**config.mk**
```make
export PLATFORM = sky130hd
export DESIGN_NAME = hill_cipher_3x3_mod26
export DESIGN_NICKNAME = d
export VERILOG_FILES = /design/src/hw/rtl/hcc_pkg.sv /design/src/hw/rtl/hill_cipher_3x3_mod26.sv /design/src/hw/rtl/hcc_key.sv /design/src/hw/rtl/hcc_dp.sv
export SDC_FILE = /design/constraint.sdc
export NUM_CORES = 2
export LEC_CHECK = 0
export BUFFER_PORTS_ARGS = -buffer_cell sky130_fd_sc_hd__buf_2
export CORE_UTILIZATION = 25
export CTS_CLUSTER_DIAMETER = 40
export CTS_CLUSTER_SIZE = 25
export DETAILED_ROUTE_END_ITERATION = 16
export PLACE_DENSITY = 0.5
export SLEW_MARGIN = 30
export SYNTH_ARGS = -nofsm -noshare
export SYNTH_HDL_FRONTEND = slang
export SYNTH_HIERARCHICAL = 1
export SYNTH_SLANG_ARGS = --single-unit
```
**constraint.sdc**
```tcl
create_clock -name i_clk -period 7.5 [get_ports i_clk]
set_input_delay 0.375 -clock i_clk [delete_from_list [all_inputs] [get_ports i_clk]]
set_output_delay 0.375 -clock i_clk [all_outputs]
set_load 0.05 [all_outputs]
```
**src/hw/rtl/hcc_pkg.sv**
```systemverilog
// Shared types, constants and mod-26 helpers for the 3x3 Hill cipher block.
// No dependencies; imported by hcc_key, hcc_dp and the top level.
`timescale 1ns / 1ps
`default_nettype none

package hcc_pkg;

    localparam int unsigned MOD26      = 26;
    localparam int unsigned ASCII_A    = 65;
    localparam int unsigned LET_W      = 7;
    localparam int unsigned IDX_W      = 5;
    localparam int unsigned ACC_W      = 12;
    localparam int unsigned KEY_W      = 45;
    localparam int unsigned TDATA_W    = 24;
    localparam int unsigned LET_OFS    = 3 * MOD26 - ASCII_A;
    localparam int unsigned KEY_STAGES = 7;
    localparam int unsigned DLY_STAGES = KEY_STAGES;
    localparam int unsigned NSTG       = DLY_STAGES + 2;
    localparam int unsigned SUM_MAX    = 3 * (MOD26 - 1) * (MOD26 - 1);

    localparam logic [KEY_W-1:0] KEY_RESET = 45'd1099512676353;

    typedef logic [IDX_W-1:0]                 t_idx;
    typedef logic [ACC_W-1:0]                 t_acc;
    typedef logic [2:0][2:0][IDX_W-1:0]       t_mat;
    typedef logic [2:0][2:0][ACC_W-1:0]       t_amat;

    typedef struct packed {
        t_mat k;
        t_mat inv;
        logic key_invalid;
    } t_key_bus;

    typedef struct packed {
        logic                  mode;
        logic                  last;
        logic [2:0][IDX_W-1:0] v;
    } t_item;

    // reduce values below 26 * 128 by a chain of compare-subtract steps
    function automatic t_idx mod26(input t_acc x);
        t_acc r;
        r = x;
        for (int s = 6; s >= 0; s--) begin
            if (r >= (t_acc'(MOD26) << s)) begin
                r = r - (t_acc'(MOD26) << s);
            end
        end
        return r[IDX_W-1:0];
    endfunction

    // multiplicative inverse mod 26, zero where none exists
    function automatic t_idx inv26(input t_idx d);
        t_idx r;
        case (d)
            5'd1:    r = 5'd1;
            5'd3:    r = 5'd9;
            5'd5:    r = 5'd21;
            5'd7:    r = 5'd15;
            5'd9:    r = 5'd3;
            5'd11:   r = 5'd19;
            5'd15:   r = 5'd7;
            5'd17:   r = 5'd23;
            5'd19:   r = 5'd11;
            5'd21:   r = 5'd5;
            5'd23:   r = 5'd17;
            5'd25:   r = 5'd25;
            default: r = 5'd0;
        endcase
        return r;
    endfunction

endpackage

`default_nettype wire

```
**src/hw/rtl/hill_cipher_3x3_mod26.sv**
```systemverilog
// 3x3 Hill cipher over A..Z, top level; uses hcc_pkg, hcc_key and hcc_dp.
// Stages from input accept to output valid: 7 matched to the key schedule
// pipeline, one product stage, one mod-26 output register.
// Throughput: one word per cycle; the output register stalls the whole pipe.
// Reset (synchronous, active low) loads the identity key and empties the pipe;
// s_axis_tready rises in the cycle after reset is released.
`timescale 1ns / 1ps
`default_nettype none

module hill_cipher_3x3_mod26 (
    input  wire logic                        i_clk,
    input  wire logic                        i_rst_n,
    input  wire logic                        i_cfg_we,
    input  wire logic [hcc_pkg::KEY_W-1:0]   i_cfg_wdata,
    input  wire logic                        s_axis_tvalid,
    output logic                             s_axis_tready,
    input  wire logic [hcc_pkg::TDATA_W-1:0] s_axis_tdata,  // letter_0, letter_1, letter_2
    input  wire logic                        s_axis_tuser,  // mode
    input  wire logic                        s_axis_tlast,  // last_block
    output logic                             m_axis_tvalid,
    input  wire logic                        m_axis_tready,
    output logic [hcc_pkg::TDATA_W-1:0]      m_axis_tdata,  // out_letter_0..2
    output logic                             m_axis_tuser,  // key_invalid
    output logic                             m_axis_tlast   // last_out
);
    import hcc_pkg::*;

    t_key_bus                w_key;
    logic [2:0][LET_W-1:0]   w_in_let;
    logic [2:0][LET_W-1:0]   w_out_let;

    assign w_in_let = s_axis_tdata[3*LET_W-1:0];

    hcc_key u_key (
        .i_clk       (i_clk),
        .i_rst_n     (i_rst_n),
        .i_cfg_we    (i_cfg_we),
        .i_cfg_wdata (i_cfg_wdata),
        .o_key       (w_key)
    );

    hcc_dp u_dp (
        .i_clk         (i_clk),
        .i_rst_n       (i_rst_n),
        .i_key         (w_key),
        .i_valid       (s_axis_tvalid),
        .o_ready       (s_axis_tready),
        .i_mode        (s_axis_tuser),
        .i_last        (s_axis_tlast),
        .i_letters     (w_in_let),
        .o_valid       (m_axis_tvalid),
        .i_ready       (m_axis_tready),
        .o_letters     (w_out_let),
        .o_key_invalid (m_axis_tuser),
        .o_last        (m_axis_tlast)
    );

    assign m_axis_tdata = {(TDATA_W - 3*LET_W)'(0), w_out_let};

endmodule

`default_nettype wire

```
**src/hw/rtl/hcc_key.sv**
```systemverilog
// Key register and key schedule pipeline: reduced key, cofactors, determinant,
// determinant inverse and inverse matrix. Depends on hcc_pkg.
`timescale 1ns / 1ps
`default_nettype none

module hcc_key (
    input  wire logic                       i_clk,
    input  wire logic                       i_rst_n,
    input  wire logic                       i_cfg_we,
    input  wire logic [hcc_pkg::KEY_W-1:0]  i_cfg_wdata,
    output hcc_pkg::t_key_bus               o_key
);
    import hcc_pkg::*;

    logic [KEY_W-1:0]      r_key;
    logic [KEY_STAGES:1]   r_kvld;
    t_mat                  r_k [1:KEY_STAGES];
    t_mat                  n_k1;
    t_amat                 r_craw2;
    t_amat                 n_craw2;
    t_mat                  r_cof3;
    t_mat                  n_cof3;
    t_mat                  r_cof4;
    t_mat                  r_cof5;
    t_acc                  r_draw4;
    t_acc                  n_draw4;
    t_idx                  r_det5;
    t_idx                  n_det5;
    t_idx                  r_dinv5;
    logic                  r_bad5;
    logic                  r_bad6;
    logic                  r_bad7;
    t_amat                 r_iraw6;
    t_amat                 n_iraw6;
    t_mat                  r_inv7;
    t_mat                  n_inv7;
    logic                  w_k1_ok;

    always_ff @(posedge i_clk) begin
        if (!i_rst_n) begin
            r_key  <= KEY_RESET;
            r_kvld <= '0;
        end else begin
            if (i_cfg_we) begin
                r_key <= i_cfg_wdata;
            end
            r_kvld <= {r_kvld[KEY_STAGES-1:1], 1'b1};
        end
    end

    always_comb begin
        n_k1 = '0;
        for (int i = 0; i < 3; i++) begin
            for (int j = 0; j < 3; j++) begin
                n_k1[i][j] = r_key[IDX_W*(3*i+j) +: IDX_W];
                if (n_k1[i][j] >= t_idx'(MOD26)) begin
                    n_k1[i][j] = n_k1[i][j] - t_idx'(MOD26);
                end
            end
        end
    end

    always_comb begin
        n_craw2 = '0;
        for (int i = 0; i < 3; i++) begin
            for (int j = 0; j < 3; j++) begin
                n_craw2[i][j] = t_acc'(r_k[1][(i+1)%3][(j+1)%3]) * t_acc'(r_k[1][(i+2)%3][(j+2)%3])
                              + t_acc'(MOD26 * MOD26)
                              - t_acc'(r_k[1][(i+1)%3][(j+2)%3]) * t_acc'(r_k[1][(i+2)%3][(j+1)%3]);
            end
        end
    end

    always_comb begin
        n_cof3 = '0;
        for (int i = 0; i < 3; i++) begin
            for (int j = 0; j < 3; j++) begin
                n_cof3[i][j] = mod26(r_craw2[i][j]);
            end
        end
    end

    always_comb begin
        n_draw4 = '0;
        for (int j = 0; j < 3; j++) begin
            n_draw4 = n_draw4 + t_acc'(r_k[3][0][j]) * t_acc'(r_cof3[0][j]);
        end
    end

    assign n_det5 = mod26(r_draw4);

    always_comb begin
        n_iraw6 = '0;
        for (int i = 0; i < 3; i++) begin
            for (int j = 0; j < 3; j++) begin
                n_iraw6[i][j] = t_acc'(r_cof5[j][i]) * t_acc'(r_dinv5);
            end
        end
    end

    always_comb begin
        n_inv7 = '0;
        for (int i = 0; i < 3; i++) begin
            for (int j = 0; j < 3; j++) begin
                n_inv7[i][j] = mod26(r_iraw6[i][j]);
            end
        end
    end

    always_ff @(posedge i_clk) begin
        r_k[1] <= n_k1;
        for (int s = 2; s <= KEY_STAGES; s++) begin
            r_k[s] <= r_k[s-1];
        end
        r_craw2 <= n_craw2;
        r_cof3  <= n_cof3;
        r_cof4  <= r_cof3;
        r_draw4 <= n_draw4;
        r_cof5  <= r_cof4;
        r_det5  <= n_det5;
        r_dinv5 <= inv26(n_det5);
        r_bad5  <= (n_det5[0] == 1'b0) || (n_det5 == t_idx'(MOD26 / 2));
        r_iraw6 <= n_iraw6;
        r_bad6  <= r_bad5;
        r_inv7  <= n_inv7;
        r_bad7  <= r_bad6;
    end

    assign o_key.k           = r_k[KEY_STAGES];
    assign o_key.inv         = r_inv7;
    assign o_key.key_invalid = r_bad7;

    always_comb begin
        w_k1_ok = 1'b1;
        for (int i = 0; i < 3; i++) begin
            for (int j = 0; j < 3; j++) begin
                if (r_k[1][i][j] >= t_idx'(MOD26)) begin
                    w_k1_ok = 1'b0;
                end
            end
        end
    end

    a_key_reduced: assert property (@(posedge i_clk) disable iff (!i_rst_n)
        r_kvld[1] |-> w_k1_ok)
        else $error("key entry not reduced below 26");

    a_det_inverse: assert property (@(posedge i_clk) disable iff (!i_rst_n)
        r_kvld[5] && !r_bad5 |-> mod26(t_acc'(r_det5) * t_acc'(r_dinv5)) == t_idx'(1))
        else $error("determinant inverse wrong");

    a_bad_flag: assert property (@(posedge i_clk) disable iff (!i_rst_n)
        r_kvld[5] |-> r_bad5 == (r_dinv5 == '0))
        else $error("key invalid flag disagrees with inverse table");

endmodule

`default_nettype wire

```
**src/hw/rtl/hcc_dp.sv**
```systemverilog
// Word pipeline: letter reduction, delay stages matched to the key schedule,
// vector-matrix product and final mod-26 / ASCII stage. Depends on hcc_pkg.
`timescale 1ns / 1ps
`default_nettype none

module hcc_dp (
    input  wire logic                              i_clk,
    input  wire logic                              i_rst_n,
    input  wire hcc_pkg::t_key_bus                 i_key,
    input  wire logic                              i_valid,
    output logic                                   o_ready,
    input  wire logic                              i_mode,
    input  wire logic                              i_last,
    input  wire logic [2:0][hcc_pkg::LET_W-1:0]    i_letters,
    output logic                                   o_valid,
    input  wire logic                              i_ready,
    output logic [2:0][hcc_pkg::LET_W-1:0]         o_letters,
    output logic                                   o_key_invalid,
    output logic                                   o_last
);
    import hcc_pkg::*;

    logic                        r_run;
    logic [NSTG:1]               r_vld;
    t_item                       r_it [1:DLY_STAGES];
    t_item                       n_it1;
    logic [2:0][ACC_W-1:0]       r_sum;
    logic [2:0][ACC_W-1:0]       n_sum;
    t_mat                        w_m;
    logic                        r_bad8;
    logic                        r_last8;
    logic [2:0][LET_W-1:0]       r_out;
    logic                        r_bad9;
    logic                        r_last9;
    logic                        w_en;

    assign w_en    = !r_vld[NSTG] || i_ready;
    assign o_ready = w_en && r_run;

    always_ff @(posedge i_clk) begin
        if (!i_rst_n) begin
            r_run <= 1'b0;
            r_vld <= '0;
        end else begin
            r_run <= 1'b1;
            if (w_en) begin
                r_vld <= {r_vld[NSTG-1:1], i_valid && r_run};
            end
        end
    end

    always_comb begin
        n_it1      = '0;
        n_it1.mode = i_mode;
        n_it1.last = i_last;
        for (int i = 0; i < 3; i++) begin
            n_it1.v[i] = mod26(t_acc'(i_letters[i]) + t_acc'(LET_OFS));
        end
    end

    assign w_m = r_it[DLY_STAGES].mode ? i_key.inv : i_key.k;

    always_comb begin
        n_sum = '0;
        for (int j = 0; j < 3; j++) begin
            for (int i = 0; i < 3; i++) begin
                n_sum[j] = n_sum[j] + t_acc'(r_it[DLY_STAGES].v[i]) * t_acc'(w_m[i][j]);
            end
        end
    end

    always_ff @(posedge i_clk) begin
        if (w_en) begin
            r_it[1] <= n_it1;
            for (int s = 2; s <= DLY_STAGES; s++) begin
                r_it[s] <= r_it[s-1];
            end
            r_sum   <= n_sum;
            r_bad8  <= i_key.key_invalid;
            r_last8 <= r_it[DLY_STAGES].last;
            for (int j = 0; j < 3; j++) begin
                r_out[j] <= LET_W'(mod26(r_sum[j])) + LET_W'(ASCII_A);
            end
            r_bad9  <= r_bad8;
            r_last9 <= r_last8;
        end
    end

    assign o_valid       = r_vld[NSTG];
    assign o_letters     = r_out;
    assign o_key_invalid = r_bad9;
    assign o_last        = r_last9;

    a_out_range: assert property (@(posedge i_clk) disable iff (!i_rst_n)
        r_vld[NSTG] |-> r_out[0] >= LET_W'(ASCII_A) && r_out[0] <= LET_W'(ASCII_A + MOD26 - 1)
                     && r_out[1] >= LET_W'(ASCII_A) && r_out[1] <= LET_W'(ASCII_A + MOD26 - 1)
                     && r_out[2] >= LET_W'(ASCII_A) && r_out[2] <= LET_W'(ASCII_A + MOD26 - 1))
        else $error("result letter out of range");

    a_sum_bound: assert property (@(posedge i_clk) disable iff (!i_rst_n)
        r_vld[NSTG-1] |-> r_sum[0] <= t_acc'(SUM_MAX) && r_sum[1] <= t_acc'(SUM_MAX)
                       && r_sum[2] <= t_acc'(SUM_MAX))
        else $error("product sum exceeds bound");

    a_no_drop: assert property (@(posedge i_clk) disable iff (!i_rst_n)
        w_en && r_vld[NSTG-1] |=> r_vld[NSTG])
        else $error("word lost between product and output stage");

endmodule

`default_nettype wire
```
==> results.toml <==
[global_route]
grt_max_degree = 115
grt_pass1_vias = 71500
grt_usage = 0.126
grt_overflow_total = 0
grt_first_pass_wirelength_um = 382000
grt_antenna_before_repair = 14

[final_layout]
design.final.nets = 12200
post_route_cells_drive_above_1_share = 0.103
final_cell_mix = "1241 x inv_1, 840 x ha_1, 757 x dfxtp_1, 753 x nand2_1, 613 x and2_1"
mostFrequentLayoutCell = "inv_1"
area_delta_synth_final_pct = 15.0

[route]
detail_route.first_pass.iterations = 6
top_signal_layer_used = "met4"
finalWirelength_um = 235000
route.detailed.wl_per_inst_um = 15.0
viasPerCell = 4.68
iteration_0_drc_markers = 3909
detailroute.wirelength.met3_um = 7220
wl_met2_um = 111000
via_count_of_the_routed_design = 73100
wire_length_the_detailed_router_placed_on_met1_um = 109000
detail-route-antenna-nets = 0
drc = 0

[clocking]
clock_insertion_delay_worst_skew_ns = 0.86
clock_tree.root_cell = "clkbuf_16"
clock_pin_slew_reported_for_the_worst_setup_and_hold_paths_after_clock_tree_synthesis_ns = 0.06
ctsHtreeMaxLevel = 4
tritoncts = "done"
clock-sinks = 945
cts-root-to-sink-buffers = 4
tritoncts.num_buffers = 169

[synth]
synth_area_mm2 = 0.0915
ys_ff_latch = 945
postSynth.asyncResetShare = 0
syn-instance-count = 10400
synthesis.yosys.warnings = 6
yosys.cell_types.count = 157
ys.flop_type = "dfxtp_1"
post_synth.cell_area_avg_um2 = 8.76
synth_sequential_area_ratio = 0.226
synth_enable_flop_cells = 177

[worst_setup_path]
crit_slowest_cell = "fa_1"
critPathRequiredTime_ns = 8.11
cell_mode_on_critical_path = "fa_1"
startpoint_type = "register"
endpoint_kind = "register"
critical_path.max_stage_delay_ns = 0.59
path_class = "register to register"
worst-endpoint-arrival_ns = 7.85
cp_max_fo = 11

[die]
core_region_area_mm2 = 0.363
horizontal_die_dimension_um = 607
floorplan.io_pins = 104
die_h_um = 607
initial_utilization = 0.252
die_area_mm2 = 0.368
row_count = 221

[sta]
setup_viol = 0
tightest_slew_ns = 1.04
report.final.hold_viol_count = 0
worst_hold_slack_ns = 0.0358
layout_min_cycle_time_ns = 7.23
maxSlewHeadroom = 0.304
fmax_ghz = 0.138
fin_skew_ns = 0.0860
finalMaxSlewViolations = 0
final.period_utilization = 0.964

[outcome]
status = "complete, no violations"

[flow_run]
drv_cap = 0

[placed_design]
dp_hpwl_um = 185000
portBuffers = 94
finalWeightedCongestion = 0.839

[worst_hold_path]
timing.hold.worst.class = "primary input to register"
[Yosys cell counts (101+ instances only)]
| library cell | count | area share |
|---|---|---|
| a21o_1 | 130 | 0.011 |
| nand2b_1 | 118 | 0.0081 |
| a21oi_1 | 531 | 0.029 |
| nor2_1 | 535 | 0.022 |
| nand3_1 | 187 | 0.010 |
| and2_1 | 613 | 0.042 |
| ha_1 | 848 | 0.12 |
| xor2_1 | 121 | 0.012 |
| nand2_1 | 754 | 0.031 |
| nor2b_1 | 206 | 0.014 |
| mux2i_1 | 226 | 0.025 |
| o21bai_1 | 120 | 0.0098 |
| xnor2_1 | 429 | 0.041 |
| edfxtp_1 | 177 | 0.058 |
| o211ai_1 | 101 | 0.0083 |
| clkbuf_1 | 237 | 0.0097 |
| inv_1 | 1243 | 0.051 |
| o21ai_0 | 382 | 0.021 |
| dfxtp_1 | 768 | 0.17 |
| fa_1 | 587 | 0.13 |
| nor3_1 | 208 | 0.011 |
[metal layers]
layer	track usage	vias to the layer above
li1	-	36900
met1	0.165	34900
met2	0.217	968
met3	0.0138	301
met4	0.0346	0
met5	0	-
[state kept, by name, indices dropped and copies added (netlist names)]
name and count:
u_dp/r_last8 1, u_key/r_bad7 1, u_key/r_cof4 45, u_key/r_bad6 1, u_key/r_cof5 45, u_dp/r_it 119, u_key/r_draw4 12, u_dp/r_sum 36
u_dp/r_bad8 1, u_key/r_craw2 108, u_key/r_dinv5 5, u_dp/r_vld 9, u_key/r_key 45, u_dp/r_run 1, u_dp/o_key_invalid 1, u_key/r_k 315
u_dp/o_letters 18, u_key/r_iraw6 90, u_key/r_cof3 45, u_key/o_key 45, u_key/r_bad5 1, u_dp/o_last 1
[what timing repair did]
action,in CTS,in global routing
hold endpoints to repair,57,0
pin swaps,0,52
resized for setup,3,89
gates cloned,0,2
endpoints found under the setup margin,2,49
setup buffers,0,11
hold buffers,53,0
[through the flow]
| stage | TNS (ns) | area [um2] | utilization | cells | setup WS, ns |
|---|---|---|---|---|---|
| 2_1_floorplan | 0 | 91500 | - | 10400 | 0.0322 |
| 3_3_place_gp | 0 | 98400 | 0.271 | 15200 | 0.0147 |
| 3_5_place_dp | -0.00424 | 98400 | 0.271 | 15200 | -0.00424 |
| 4_1_cts | 0 | 105000 | 0.288 | 15600 | 0.0132 |
| 5_1_grt | -0.0314 | 105000 | 0.290 | 15600 | -0.0140 |
| 6_report | 0 | 105000 | 0.290 | 15600 | 0.268 |
[critical path, delay by kind of cell (launching register included)]
family / cells / cell delay (ns)
adder cells (fa/ha/maj): 10 / 4.56
AO/OA/AOI/OAI: 6 / 0.80
buffers and inverters: 6 / 0.63
AND/OR/NAND/NOR: 1 / 0.15
multiplexers: 1 / 0.16
XOR/XNOR: 2 / 0.25
flip-flops: 1 / 0.42
[cell type report]
cell class,count,area [um2]
clock inverters,121,1280
flip-flops and latches,945,20700
diodes,4,10.0
inverters,1253,4710
multi-input cells,7887,64900
well taps,4794,6000
fillers,38800,258000
repair buffers,435,3220
clock buffers,186,4400
[logic make-up after synthesis]
family / count (synthesis) / synth area share
xor+xnor: 555 / 0.0537
mux: 327 / 0.0377
fa+ha+maj: 1439 / 0.245
other cells: 2 / 0.0000821
compound gates: 2427 / 0.188
simple gates: 3132 / 0.179
buf+inv: 1616 / 0.0700
flops: 945 / 0.226
[path summary, 6_finish.rpt]
kind	start	end	slack (ns)	cells past startpoint
max	u_dp/r_it[0][118]	u_dp/r_sum[22]	0.27	26
min	i_cfg_wdata[19]	u_key/r_key[19]	0.04	3
max reg2reg	u_dp/r_it[0][118]	u_dp/r_sum[22]	0.27	26
min reg2reg	u_key/r_k[0][188]	u_key/r_k[0][233]	0.30	0
Power is left out: the tool's default activity adds up to more than one toggle a clock period on the data nets, which glitch-free logic cannot reach.
